File: config.mk
export PLATFORM = sky130hd
export DESIGN_NAME = postfix_expression_evaluator_flat
export DESIGN_NICKNAME = d
export VERILOG_FILES = /design/src/sv/pfe_pkg.sv /design/src/sv/pfe_tok_if.sv /design/src/sv/pfe_res_if.sv /design/src/sv/pfe_ram.sv /design/src/sv/pfe_alu.sv /design/src/sv/postfix_expression_evaluator.sv /design/src/flat_wrapper.sv
export SDC_FILE = /design/constraint.sdc
export NUM_CORES = 1
export LEC_CHECK = 0
export BUFFER_PORTS_ARGS = -buffer_cell sky130_fd_sc_hd__buf_2
export CAP_MARGIN = 10
export CELL_PAD_IN_SITES_DETAIL_PLACEMENT = 1
export CELL_PAD_IN_SITES_GLOBAL_PLACEMENT = 2
export CORE_MARGIN = 2
export CORE_UTILIZATION = 45
export DETAILED_ROUTE_END_ITERATION = 10
export HOLD_SLACK_MARGIN = 0.15
export PLACE_DENSITY_LB_ADDON = 0.1
export SYNTH_ARGS = -nofsm -noshare
export SYNTH_HDL_FRONTEND = slang
export SYNTH_HIERARCHICAL = 1
export SYNTH_SLANG_ARGS = --single-unit
File: constraint.sdc
create_clock -name i_clk -period 6.37 [get_ports i_clk]
set_clock_uncertainty 0.15 [all_clocks]
set_input_delay 0.9555 -clock i_clk [delete_from_list [all_inputs] [get_ports i_clk]]
set_output_delay 0.9555 -clock i_clk [all_outputs]
set_load 0.005 [all_outputs]
File: src/sv/pfe_pkg.sv
// pfe_pkg: shared types and constants of the postfix evaluator
// token and status codes, field widths, serial alu request
// no dependencies
`default_nettype none

package pfe_pkg;

    localparam int FUNC_W   = 3;
    localparam int DIGIT_W  = 4;
    localparam int TOP_W    = 32;
    localparam int DEPTH_W  = 5;
    localparam int STATUS_W = 2;

    typedef logic [FUNC_W-1:0] t_func;

    localparam t_func FN_PUSH = 3'd0;
    localparam t_func FN_ADD  = 3'd1;
    localparam t_func FN_SUB  = 3'd2;
    localparam t_func FN_MUL  = 3'd3;
    localparam t_func FN_DIV  = 3'd4;

    typedef enum logic [STATUS_W-1:0] {
        ST_OK    = 2'd0,
        ST_UNDER = 2'd1,
        ST_OVER  = 2'd2,
        ST_DIVZ  = 2'd3
    } t_status;

    typedef enum logic [1:0] {
        ALU_ADD = 2'd0,
        ALU_SUB = 2'd1,
        ALU_MUL = 2'd2,
        ALU_DIV = 2'd3
    } t_alu_op;

    typedef struct packed {
        logic    start;
        t_alu_op op;
    } t_alu_req;

endpackage

`default_nettype wire

File: src/sv/pfe_tok_if.sv
// pfe_tok_if: token channel of the postfix evaluator (valid/ready)
// depends on pfe_pkg
`default_nettype none

interface pfe_tok_if import pfe_pkg::*; ();

    logic               valid;
    logic               ready;
    logic [FUNC_W-1:0]  func;
    logic [DIGIT_W-1:0] digit;
    logic               new_expression;

    modport source (output valid, output func, output digit, output new_expression,
                    input ready);
    modport sink   (input valid, input func, input digit, input new_expression,
                    output ready);

endinterface

`default_nettype wire

File: src/sv/pfe_res_if.sv
// pfe_res_if: result channel of the postfix evaluator (valid/ready)
// depends on pfe_pkg
`default_nettype none

interface pfe_res_if import pfe_pkg::*; ();

    logic                valid;
    logic                ready;
    logic [TOP_W-1:0]    top_value;
    logic [DEPTH_W-1:0]  depth;
    logic [STATUS_W-1:0] status;

    modport source (output valid, output top_value, output depth, output status,
                    input ready);
    modport sink   (input valid, input top_value, input depth, input status,
                    output ready);

endinterface

`default_nettype wire

File: src/sv/pfe_ram.sv
// pfe_ram: generic single write port, single read port ram, registered read
// no dependencies
`default_nettype none

module pfe_ram #(
    parameter int  WIDTH = 32,
    parameter int  DEPTH = 16,
    localparam int AW    = $clog2(DEPTH)
) (
    input  wire logic             i_clk,
    input  wire logic             i_we,
    input  wire logic [AW-1:0]    i_waddr,
    input  wire logic [WIDTH-1:0] i_wdata,
    input  wire logic             i_re,
    input  wire logic [AW-1:0]    i_raddr,
    output logic      [WIDTH-1:0] o_rdata
);

    logic [WIDTH-1:0] r_mem [DEPTH];
    logic [WIDTH-1:0] r_rdata;

    always_ff @(posedge i_clk) begin
        if (i_we) begin
            r_mem[i_waddr] <= i_wdata;
        end
        if (i_re) begin
            r_rdata <= r_mem[i_raddr];
        end
    end

    assign o_rdata = r_rdata;

endmodule

`default_nettype wire

File: src/sv/pfe_alu.sv
// pfe_alu: bit-serial add/sub, shift-add multiply and restoring divide
// one operand bit per cycle; depends on pfe_pkg
`default_nettype none

module pfe_alu import pfe_pkg::*; #(
    parameter int  W  = 32,
    localparam int CW = $clog2(W)
) (
    input  wire logic         i_clk,
    input  wire logic         i_rst_n,
    input  wire t_alu_req     i_req,
    input  wire logic [W-1:0] i_a,
    input  wire logic [W-1:0] i_b,
    output logic              o_done,
    output logic [W-1:0]      o_result
);

    typedef enum logic [1:0] {
        A_IDLE,
        A_RUN,
        A_FIX
    } t_astate;

    localparam logic [CW-1:0] LAST = CW'(W - 1);

    t_astate       r_state;
    logic          r_done;
    t_alu_op       r_op;
    logic [W-1:0]  r_a;
    logic [W-1:0]  r_b;
    logic [W-1:0]  r_acc;
    logic [CW-1:0] r_cnt;
    logic          r_carry;
    logic          r_neg;

    logic          w_bb;
    logic          w_sbit;
    logic          w_scarry;
    logic [W-1:0]  w_mul_sum;
    logic [W:0]    w_trial;
    logic [W:0]    w_diff;
    logic          w_qbit;
    logic [W-1:0]  w_mag_a;
    logic [W-1:0]  w_mag_b;
    logic [W-1:0]  w_q_fix;

    always_comb begin
        // subtract as a + ~b + 1, carry preset at start
        w_bb      = r_b[0] ^ (r_op == ALU_SUB);
        w_sbit    = r_a[0] ^ w_bb ^ r_carry;
        w_scarry  = (r_a[0] & w_bb) | (r_carry & (r_a[0] ^ w_bb));
        w_mul_sum = r_acc + r_a;
        w_trial   = {r_acc, r_a[W-1]};
        w_diff    = w_trial - {1'b0, r_b};
        w_qbit    = ~w_diff[W];
        w_mag_a   = i_a[W-1] ? (~i_a + W'(1)) : i_a;
        w_mag_b   = i_b[W-1] ? (~i_b + W'(1)) : i_b;
        w_q_fix   = r_neg ? (~r_a + W'(1)) : r_a;
    end

    always_ff @(posedge i_clk) begin
        if (!i_rst_n) begin
            r_state <= A_IDLE;
            r_done  <= 1'b0;
        end else begin
            unique case (r_state)
                A_IDLE: begin
                    r_done <= 1'b0;
                    if (i_req.start) begin
                        r_state <= A_RUN;
                    end
                end
                A_RUN: begin
                    if (r_cnt == LAST) begin
                        r_state <= A_FIX;
                    end
                end
                A_FIX: begin
                    r_done  <= 1'b1;
                    r_state <= A_IDLE;
                end
                default: begin
                    r_state <= A_IDLE;
                end
            endcase
        end
    end

    always_ff @(posedge i_clk) begin
        if (r_state == A_IDLE && i_req.start) begin
            r_op    <= i_req.op;
            r_cnt   <= '0;
            r_acc   <= '0;
            r_carry <= (i_req.op == ALU_SUB);
            if (i_req.op == ALU_DIV) begin
                r_a   <= w_mag_a;
                r_b   <= w_mag_b;
                r_neg <= i_a[W-1] ^ i_b[W-1];
            end else begin
                r_a   <= i_a;
                r_b   <= i_b;
                r_neg <= 1'b0;
            end
        end else if (r_state == A_RUN) begin
            r_cnt <= r_cnt + CW'(1);
            unique case (r_op)
                ALU_ADD, ALU_SUB: begin
                    r_acc   <= {w_sbit, r_acc[W-1:1]};
                    r_carry <= w_scarry;
                    r_a     <= r_a >> 1;
                    r_b     <= r_b >> 1;
                end
                ALU_MUL: begin
                    if (r_b[0]) begin
                        r_acc <= w_mul_sum;
                    end
                    r_a <= r_a << 1;
                    r_b <= r_b >> 1;
                end
                ALU_DIV: begin
                    // remainder in acc, dividend shifts out of a, quotient shifts in
                    r_acc <= w_qbit ? w_diff[W-1:0] : w_trial[W-1:0];
                    r_a   <= {r_a[W-2:0], w_qbit};
                end
                default: begin
                    r_acc <= r_acc;
                end
            endcase
        end else if (r_state == A_FIX) begin
            if (r_op == ALU_DIV) begin
                r_acc <= w_q_fix;
            end
        end
    end

    assign o_done   = r_done;
    assign o_result = r_acc;

endmodule

`default_nettype wire

File: src/sv/postfix_expression_evaluator.sv
// postfix_expression_evaluator: rpn token evaluator on a bounded operand stack
// order: push, unused and rejected tokens load the output register on accept, or the
//   hold register if the output is full; operator tokens first pass read, calc and the alu
// throughput: one push per cycle while the result side drains; an operator holds the
//   input until its item is done; one token in flight, accepted while a result waits
// reset: synchronous active low, empties the stack and the output; ram not cleared
`default_nettype none

module postfix_expression_evaluator import pfe_pkg::*; #(
    parameter int STACK_DEPTH = 16,
    parameter int VALUE_WIDTH = 32
) (
    input  wire logic  i_clk,
    input  wire logic  i_rst_n,
    pfe_tok_if.sink    i_tok,
    pfe_res_if.source  o_res
);

    localparam int W     = VALUE_WIDTH;
    localparam int AW    = $clog2(STACK_DEPTH);
    localparam int CNT_W = $clog2(STACK_DEPTH + 1);

    localparam logic [CNT_W-1:0] FULL = CNT_W'(STACK_DEPTH);
    localparam logic [CNT_W-1:0] TWO  = CNT_W'(2);

    typedef enum logic [1:0] {
        S_IDLE,
        S_READ,
        S_CALC,
        S_HOLD
    } t_state;

    t_state             r_state;
    t_state             n_state;
    logic [CNT_W-1:0]   r_cnt;
    logic [CNT_W-1:0]   n_cnt;
    logic               r_ov;
    logic               n_ov;
    logic [W-1:0]       r_top;
    logic [W-1:0]       n_top;
    t_alu_op            r_op;
    t_alu_op            n_op;

    logic [TOP_W-1:0]   r_o_top;
    logic [DEPTH_W-1:0] r_o_depth;
    t_status            r_o_status;
    logic [TOP_W-1:0]   r_p_top;
    logic [DEPTH_W-1:0] r_p_depth;
    t_status            r_p_status;

    logic               w_acc;
    logic               w_out_free;
    logic [CNT_W-1:0]   w_cnt0;
    logic [CNT_W-1:0]   w_idx_tok;
    logic [CNT_W-1:0]   w_idx_cur;
    logic               w_fin;
    logic [W-1:0]       w_fin_top;
    logic [CNT_W-1:0]   w_fin_cnt;
    t_status            w_fin_status;
    logic [TOP_W-1:0]   w_top_ext;
    logic [TOP_W-1:0]   w_top32;
    logic [DEPTH_W-1:0] w_depth5;
    logic               w_load_fin;
    logic               w_load_hold;

    logic               w_we;
    logic [AW-1:0]      w_waddr;
    logic [W-1:0]       w_wdata;
    logic               w_re;
    logic [AW-1:0]      w_raddr;
    logic [W-1:0]       w_rdata;

    t_alu_req           w_alu_req;
    logic               w_alu_done;
    logic [W-1:0]       w_alu_res;

    pfe_ram #(
        .WIDTH (W),
        .DEPTH (STACK_DEPTH)
    ) u_stack (
        .i_clk   (i_clk),
        .i_we    (w_we),
        .i_waddr (w_waddr),
        .i_wdata (w_wdata),
        .i_re    (w_re),
        .i_raddr (w_raddr),
        .o_rdata (w_rdata)
    );

    assign w_alu_req.start = (r_state == S_READ);
    assign w_alu_req.op    = r_op;

    pfe_alu #(
        .W (W)
    ) u_alu (
        .i_clk    (i_clk),
        .i_rst_n  (i_rst_n),
        .i_req    (w_alu_req),
        .i_a      (w_rdata),
        .i_b      (r_top),
        .o_done   (w_alu_done),
        .o_result (w_alu_res)
    );

    assign i_tok.ready = (r_state == S_IDLE);
    assign w_acc       = i_tok.valid && i_tok.ready;
    assign w_out_free  = !r_ov || o_res.ready;
    assign w_cnt0      = i_tok.new_expression ? '0 : r_cnt;
    // index of the first operand, one below the top
    assign w_idx_tok   = w_cnt0 - TWO;
    assign w_idx_cur   = r_cnt - TWO;

    always_comb begin
        n_state      = r_state;
        n_cnt        = r_cnt;
        n_top        = r_top;
        n_op         = r_op;
        w_fin        = 1'b0;
        w_fin_status = ST_OK;
        w_we         = 1'b0;
        w_waddr      = r_cnt[AW-1:0];
        w_wdata      = w_alu_res;
        w_re         = 1'b0;
        w_raddr      = w_idx_tok[AW-1:0];
        w_load_hold  = 1'b0;

        unique case (r_state)
            S_IDLE: begin
                if (w_acc) begin
                    n_cnt = w_cnt0;
                    priority if (i_tok.func == FN_PUSH) begin
                        w_fin = 1'b1;
                        if (w_cnt0 >= FULL) begin
                            w_fin_status = ST_OVER;
                        end else begin
                            w_we    = 1'b1;
                            w_waddr = w_cnt0[AW-1:0];
                            w_wdata = W'(i_tok.digit);
                            n_top   = W'(i_tok.digit);
                            n_cnt   = w_cnt0 + CNT_W'(1);
                        end
                    end else if (i_tok.func == FN_ADD || i_tok.func == FN_SUB ||
                                 i_tok.func == FN_MUL || i_tok.func == FN_DIV) begin
                        if (w_cnt0 < TWO) begin
                            w_fin        = 1'b1;
                            w_fin_status = ST_UNDER;
                        end else if (i_tok.func == FN_DIV && r_top == '0) begin
                            w_fin        = 1'b1;
                            w_fin_status = ST_DIVZ;
                        end else begin
                            w_re    = 1'b1;
                            n_state = S_READ;
                            priority if (i_tok.func == FN_ADD) begin
                                n_op = ALU_ADD;
                            end else if (i_tok.func == FN_SUB) begin
                                n_op = ALU_SUB;
                            end else if (i_tok.func == FN_MUL) begin
                                n_op = ALU_MUL;
                            end else begin
                                n_op = ALU_DIV;
                            end
                        end
                    end else begin
                        // unused token kinds leave the stack alone, apart from a clear by new_expression
                        w_fin = 1'b1;
                    end
                end
            end
            S_READ: begin
                n_state = S_CALC;
            end
            S_CALC: begin
                if (w_alu_done) begin
                    w_we    = 1'b1;
                    w_waddr = w_idx_cur[AW-1:0];
                    w_wdata = w_alu_res;
                    n_top   = w_alu_res;
                    n_cnt   = r_cnt - CNT_W'(1);
                    w_fin   = 1'b1;
                end
            end
            S_HOLD: begin
                if (w_out_free) begin
                    w_load_hold = 1'b1;
                    n_state     = S_IDLE;
                end
            end
            default: begin
                n_state = S_IDLE;
            end
        endcase

        w_load_fin = w_fin && w_out_free;
        if (w_fin) begin
            n_state = w_out_free ? S_IDLE : S_HOLD;
        end

        if (w_load_fin || w_load_hold) begin
            n_ov = 1'b1;
        end else if (o_res.ready) begin
            n_ov = 1'b0;
        end else begin
            n_ov = r_ov;
        end
    end

    assign w_fin_top = n_top;
    assign w_fin_cnt = n_cnt;

    generate
        if (W >= TOP_W) begin : g_top_trunc
            assign w_top_ext = w_fin_top[TOP_W-1:0];
        end else begin : g_top_sext
            assign w_top_ext = {{(TOP_W - W){w_fin_top[W-1]}}, w_fin_top};
        end
        if (CNT_W >= DEPTH_W) begin : g_depth_trunc
            assign w_depth5 = w_fin_cnt[DEPTH_W-1:0];
        end else begin : g_depth_zext
            assign w_depth5 = {{(DEPTH_W - CNT_W){1'b0}}, w_fin_cnt};
        end
    endgenerate

    // empty stack reads as zero
    assign w_top32 = (w_fin_cnt == '0) ? '0 : w_top_ext;

    always_ff @(posedge i_clk) begin
        if (!i_rst_n) begin
            r_state <= S_IDLE;
            r_cnt   <= '0;
            r_ov    <= 1'b0;
        end else begin
            r_state <= n_state;
            r_cnt   <= n_cnt;
            r_ov    <= n_ov;
        end
    end

    always_ff @(posedge i_clk) begin
        r_top <= n_top;
        r_op  <= n_op;
        if (w_load_fin) begin
            r_o_top    <= w_top32;
            r_o_depth  <= w_depth5;
            r_o_status <= w_fin_status;
        end else if (w_load_hold) begin
            r_o_top    <= r_p_top;
            r_o_depth  <= r_p_depth;
            r_o_status <= r_p_status;
        end
        if (w_fin && !w_out_free) begin
            r_p_top    <= w_top32;
            r_p_depth  <= w_depth5;
            r_p_status <= w_fin_status;
        end
    end

    assign o_res.valid     = r_ov;
    assign o_res.top_value = r_o_top;
    assign o_res.depth     = r_o_depth;
    assign o_res.status    = r_o_status;

    a_cnt_bound: assert property (@(posedge i_clk) disable iff (!i_rst_n)
        r_cnt <= FULL)
        else $error("stack count beyond depth");

    a_done_in_calc: assert property (@(posedge i_clk) disable iff (!i_rst_n)
        w_alu_done |-> r_state == S_CALC)
        else $error("alu finished outside of calc state");

    a_hold_busy: assert property (@(posedge i_clk) disable iff (!i_rst_n)
        r_state == S_HOLD |-> r_ov)
        else $error("holding a result while the output is empty");

    a_pop: assert property (@(posedge i_clk) disable iff (!i_rst_n)
        (r_state == S_CALC && w_alu_done) |=> r_cnt == $past(r_cnt) - CNT_W'(1))
        else $error("operator did not pop exactly one value");

    a_read_depth: assert property (@(posedge i_clk) disable iff (!i_rst_n)
        r_state == S_READ |-> r_cnt >= TWO)
        else $error("operand read with fewer than two values");

endmodule

`default_nettype wire

File: src/flat_wrapper.sv
// flat-port wrapper written by rule: the top's interface ports become plain ports
module postfix_expression_evaluator_flat import pfe_pkg::*;
#(
    parameter int STACK_DEPTH = 16,
    parameter int VALUE_WIDTH = 32
)
  (i_clk, i_rst_n, i_tok_valid, i_tok_func, i_tok_digit, i_tok_new_expression, i_tok_ready, o_res_valid, o_res_top_value, o_res_depth, o_res_status, o_res_ready);
  pfe_tok_if i_tok_i ();
  pfe_res_if o_res_i ();
  input  wire logic i_clk;
  input  wire logic i_rst_n;
  input wire logic [$bits(i_tok_i.valid)-1:0] i_tok_valid;
  input wire logic [$bits(i_tok_i.func)-1:0] i_tok_func;
  input wire logic [$bits(i_tok_i.digit)-1:0] i_tok_digit;
  input wire logic [$bits(i_tok_i.new_expression)-1:0] i_tok_new_expression;
  output wire logic [$bits(i_tok_i.ready)-1:0] i_tok_ready;
  output wire logic [$bits(o_res_i.valid)-1:0] o_res_valid;
  output wire logic [$bits(o_res_i.top_value)-1:0] o_res_top_value;
  output wire logic [$bits(o_res_i.depth)-1:0] o_res_depth;
  output wire logic [$bits(o_res_i.status)-1:0] o_res_status;
  input wire logic [$bits(o_res_i.ready)-1:0] o_res_ready;
  assign i_tok_i.valid = i_tok_valid;
  assign i_tok_i.func = i_tok_func;
  assign i_tok_i.digit = i_tok_digit;
  assign i_tok_i.new_expression = i_tok_new_expression;
  assign i_tok_ready = i_tok_i.ready;
  assign o_res_valid = o_res_i.valid;
  assign o_res_top_value = o_res_i.top_value;
  assign o_res_depth = o_res_i.depth;
  assign o_res_status = o_res_i.status;
  assign o_res_i.ready = o_res_ready;
  postfix_expression_evaluator #(.STACK_DEPTH(STACK_DEPTH), .VALUE_WIDTH(VALUE_WIDTH)) u_core (.i_clk(i_clk), .i_rst_n(i_rst_n), .i_tok(i_tok_i), .o_res(o_res_i));
endmodule
==> flow_metrics.tcl <==
set metrics [dict create \
    drt-total-wl_mm 113 \
    antenna_found_initial 8 \
    ys_warn_count 6 \
    postCtsSetupRepairBufs 0 \
    die_y_um 290 \
    outcome "finished, final reports clean" \
    synth.distinct_cells 91 \
    setup_slack_ps 1870 \
    path_clk_slew_ps 60 \
    worst_slew_pin_slew_ps 1230 \
    wl_per_cell_um 28.2 \
    vias 24500 \
    cts_buffer_depth 3 \
    yosysMostFrequentCell "edfxtp_1" \
    rsz0062_at_grt "no" \
    ys_async_sr_fraction_pct 0 \
    cts-hold-fix-buffers 0 \
    routed_via_density 6.14 \
    cts.repair.resized 0 \
    tritoncts "built" \
    synth_top_cell_by_area "edfxtp_1" \
    crit_type "flop to flop" \
    htreeDepth 3 \
    drt-initial-drc-count 1839 \
    grt_pass1_vias 25600 \
    hold_viol 0 \
    slew_violations 0 \
    io-pin-count 53 \
    syn_area_per_cell_um2 13.2 \
    grt_start_max_net_pins 77 \
    drcViolationCount 0 \
    area_growth_pct 12.7 \
    cpPeakStageDelay_ps 710 \
    synth.area.top_cells "edfxtp_1, mux4_2, dfxtp_1, nand2_1, ha_1" \
    cts_made_buffers 83 \
    maxSlewHeadroom_pct 17.8 \
    synthCells 2795 \
    dp_hpwl_mm 77.1 \
    pre_cts_slack_ps 1680 \
    finalSetupViolations 0 \
    required_ps 6710 \
    ant_nets 0 \
    power_density_mw_per_mm2 341 \
    grt_pass1_wl_mm 168 \
    synth.yosys.seq_area_share_pct 60.7 \
    firstDrtPassIters 5 \
    grt_use_total_pct 26.6 \
    max_freq_mhz 222 \
    antenna_cells 0 \
    leakagePower_nw 14.5 \
    ys_ff_latch 772 \
    cp_common_cell "inv_1" \
    nNetsFinal 2948 \
    period_minus_slack_ps 4500 \
    peakVddDrop_mv 0.272 \
    portBuffers 52 \
    insertion_delay_ps 690 \
    initial_core_util_pct 45.6 \
    die-area_mm2 0.0842 \
    gr-total-overflow 0 \
    cp_cell_sequence "inv_1 -> ha_1 -> inv_1 -> fa_1 -> a211oi_1 -> o211ai_1 -> a21o_1 -> nand4_1 -> o21ai_0 -> a311oi_4 -> buf_4 -> mux2_2 -> a221oi_1 -> nor3_1" \
    clock-sinks 772 \
    ys.flop_type "edfxtp_1" \
    cap_violations 0 \
    cp_max_fo 26 \
    tns_ps 0 \
    crit_path_end_kind "flop" \
    synth_top_area_share_pct 56.4 \
    hp-class "flop to flop" \
    gp_congestion 0.865 \
    netlist_area_mm2 0.0369 \
    drive_gt1_share_pct 15.3 \
    cp_data_arrival_time_ps 4850 \
    chipWidth_um 290 \
    rows 104 \
    core_mm2 0.0808 \
    cts-root-buf "clkbuf_16" \
    cp_slowest_cell "a311oi_4" \
    synth_edf_count 692 \
    cp-start-kind "flop" \
    synth_nets 2888 \
    finalCritPeriodShare_pct 70.7 \
    synth_common_cells "edfxtp_1, nand2_1, a21oi_1, nor2_1, o21ai_0" \
]
[critical path, delay by kind of cell, from the launching register on]
kind                       cells  cell delay (ps)
DFF                            1              460
muxes                          1              370
adders and majority gates      2              610
and+or+nand+nor                2              260
AOI/OAI and AO/OA              6             1850
buffers and inverters          3              660
[cells in the final DEF, fill, tap and decap left out, types with 18 or more instances in the layout]
master | synthesis | final
a22oi_1 | 64 | 64
mux2i_1 | 39 | 39
a21o_1 | 27 | 27
dfxtp_1 | 80 | 80
xnor2_1 | 85 | 85
nor2_1 | 154 | 139
mux2_2 | 20 | 20
edfxtp_1 | 692 | 692
nor3_1 | 41 | 36
nand3_1 | 42 | 42
clkbuf_16 | 0 | 83
buf_4 | 14 | 58
ha_1 | 78 | 78
inv_1 | 107 | 106
clkinv_2 | 0 | 18
o221ai_1 | 19 | 19
nand2_1 | 268 | 267
mux4_2 | 128 | 128
o21ai_0 | 150 | 149
nand4_1 | 21 | 21
a31oi_1 | 22 | 22
nor4_1 | 20 | 20
o31ai_1 | 48 | 48
and2_1 | 44 | 44
nor2b_1 | 28 | 26
a21oi_1 | 157 | 156
nand2b_1 | 30 | 29
buf_2 | 12 | 52
xor2_1 | 59 | 59
[per-stage QoR]
step / total power, mW / utilization (%) / std cells / hold WS, ps / instance area (um^2)
after floorplan: 8.04 / - / 2795 / 317 / 36900
after global placement: 9.07 / 47.6 / 3822 / 336 / 38500
after detailed placement: 9.15 / 47.7 / 3827 / 347 / 38600
after CTS: 14.3 / 51.4 / 3983 / 353 / 41500
after global routing: 14.7 / 51.4 / 3986 / 390 / 41600
final: 14.2 / 51.4 / 3986 / 347 / 41600
[worst paths after layout]
path | slack [ps] | from | depth (start not counted) | to
worst max-delay path | 1870 | u_core/u_alu/r_a[31] | 14 | u_core/u_alu/o_result[19]
worst min-delay path | 350 | u_core/r_p_top[4] | 2 | u_core/o_res.top_value[4]
worst max register to register | 1870 | u_core/u_alu/r_a[31] | 14 | u_core/u_alu/o_result[19]
worst min register to register | 350 | u_core/r_p_top[4] | 2 | u_core/o_res.top_value[4]
[where the power goes]
part           switching [mW]  internal (mW)  leakage [nW]
clock                    2.12           2.98          1.40
combinational            1.90          0.945          6.01
sequential              0.261           5.97          7.05
total                    4.28           9.90          14.5
[metal layers]
| metal | global-route usage [%] | vias up | wire (um) | share of wire (%) |
|---|---|---|---|---|
| met3 | 3.27 | 177 | 5290 | 4.7 |
| met2 | 46.2 | 739 | 56600 | 50 |
| li1 | - | 10900 | - | - |
| met1 | 35.2 | 12700 | 47900 | 43 |
| met5 | 0 | - | 11 | 0.0098 |
| met4 | 7.49 | 2 | 2810 | 2.5 |
[cells by family after synthesis]
family	after synthesis	synth area share [%]
flip-flops	772	60.7
AND/OR/NAND/NOR	721	9.44
AO/OA/AOI/OAI	637	11.3
buffers and inverters	253	2.86
multiplexers	187	9.49
XOR/XNOR	144	3.42
adder cells (fa/ha/maj)	81	2.81
[layout make-up]
| class | count | area, um^2 |
|---|---|---|
| clock inverters | 59 | 788 |
| well taps | 1060 | 1330 |
| repair buffers | 120 | 896 |
| clock buffers | 97 | 2140 |
| flip-flops and latches | 772 | 22400 |
| inverters | 108 | 405 |
| fillers | 8021 | 39300 |
| multi-input cells | 1770 | 13600 |
[sequential cells by signal, indices dropped and copies added, names as in the netlist, 5 cells and up]
name,count
u_core/r_p_top,32
u_core/o_res.top_value,32
u_core/u_stack/r_mem,512
u_core/u_stack/o_rdata,32
u_core/u_alu/r_cnt,5
u_core/r_top,32
u_core/u_alu/r_b,32
u_core/r_p_depth,5
u_core/r_cnt,5
u_core/u_alu/o_result,32
u_core/o_res.depth,5
u_core/u_alu/r_a,32
Power figures use the tool's default switching activity.
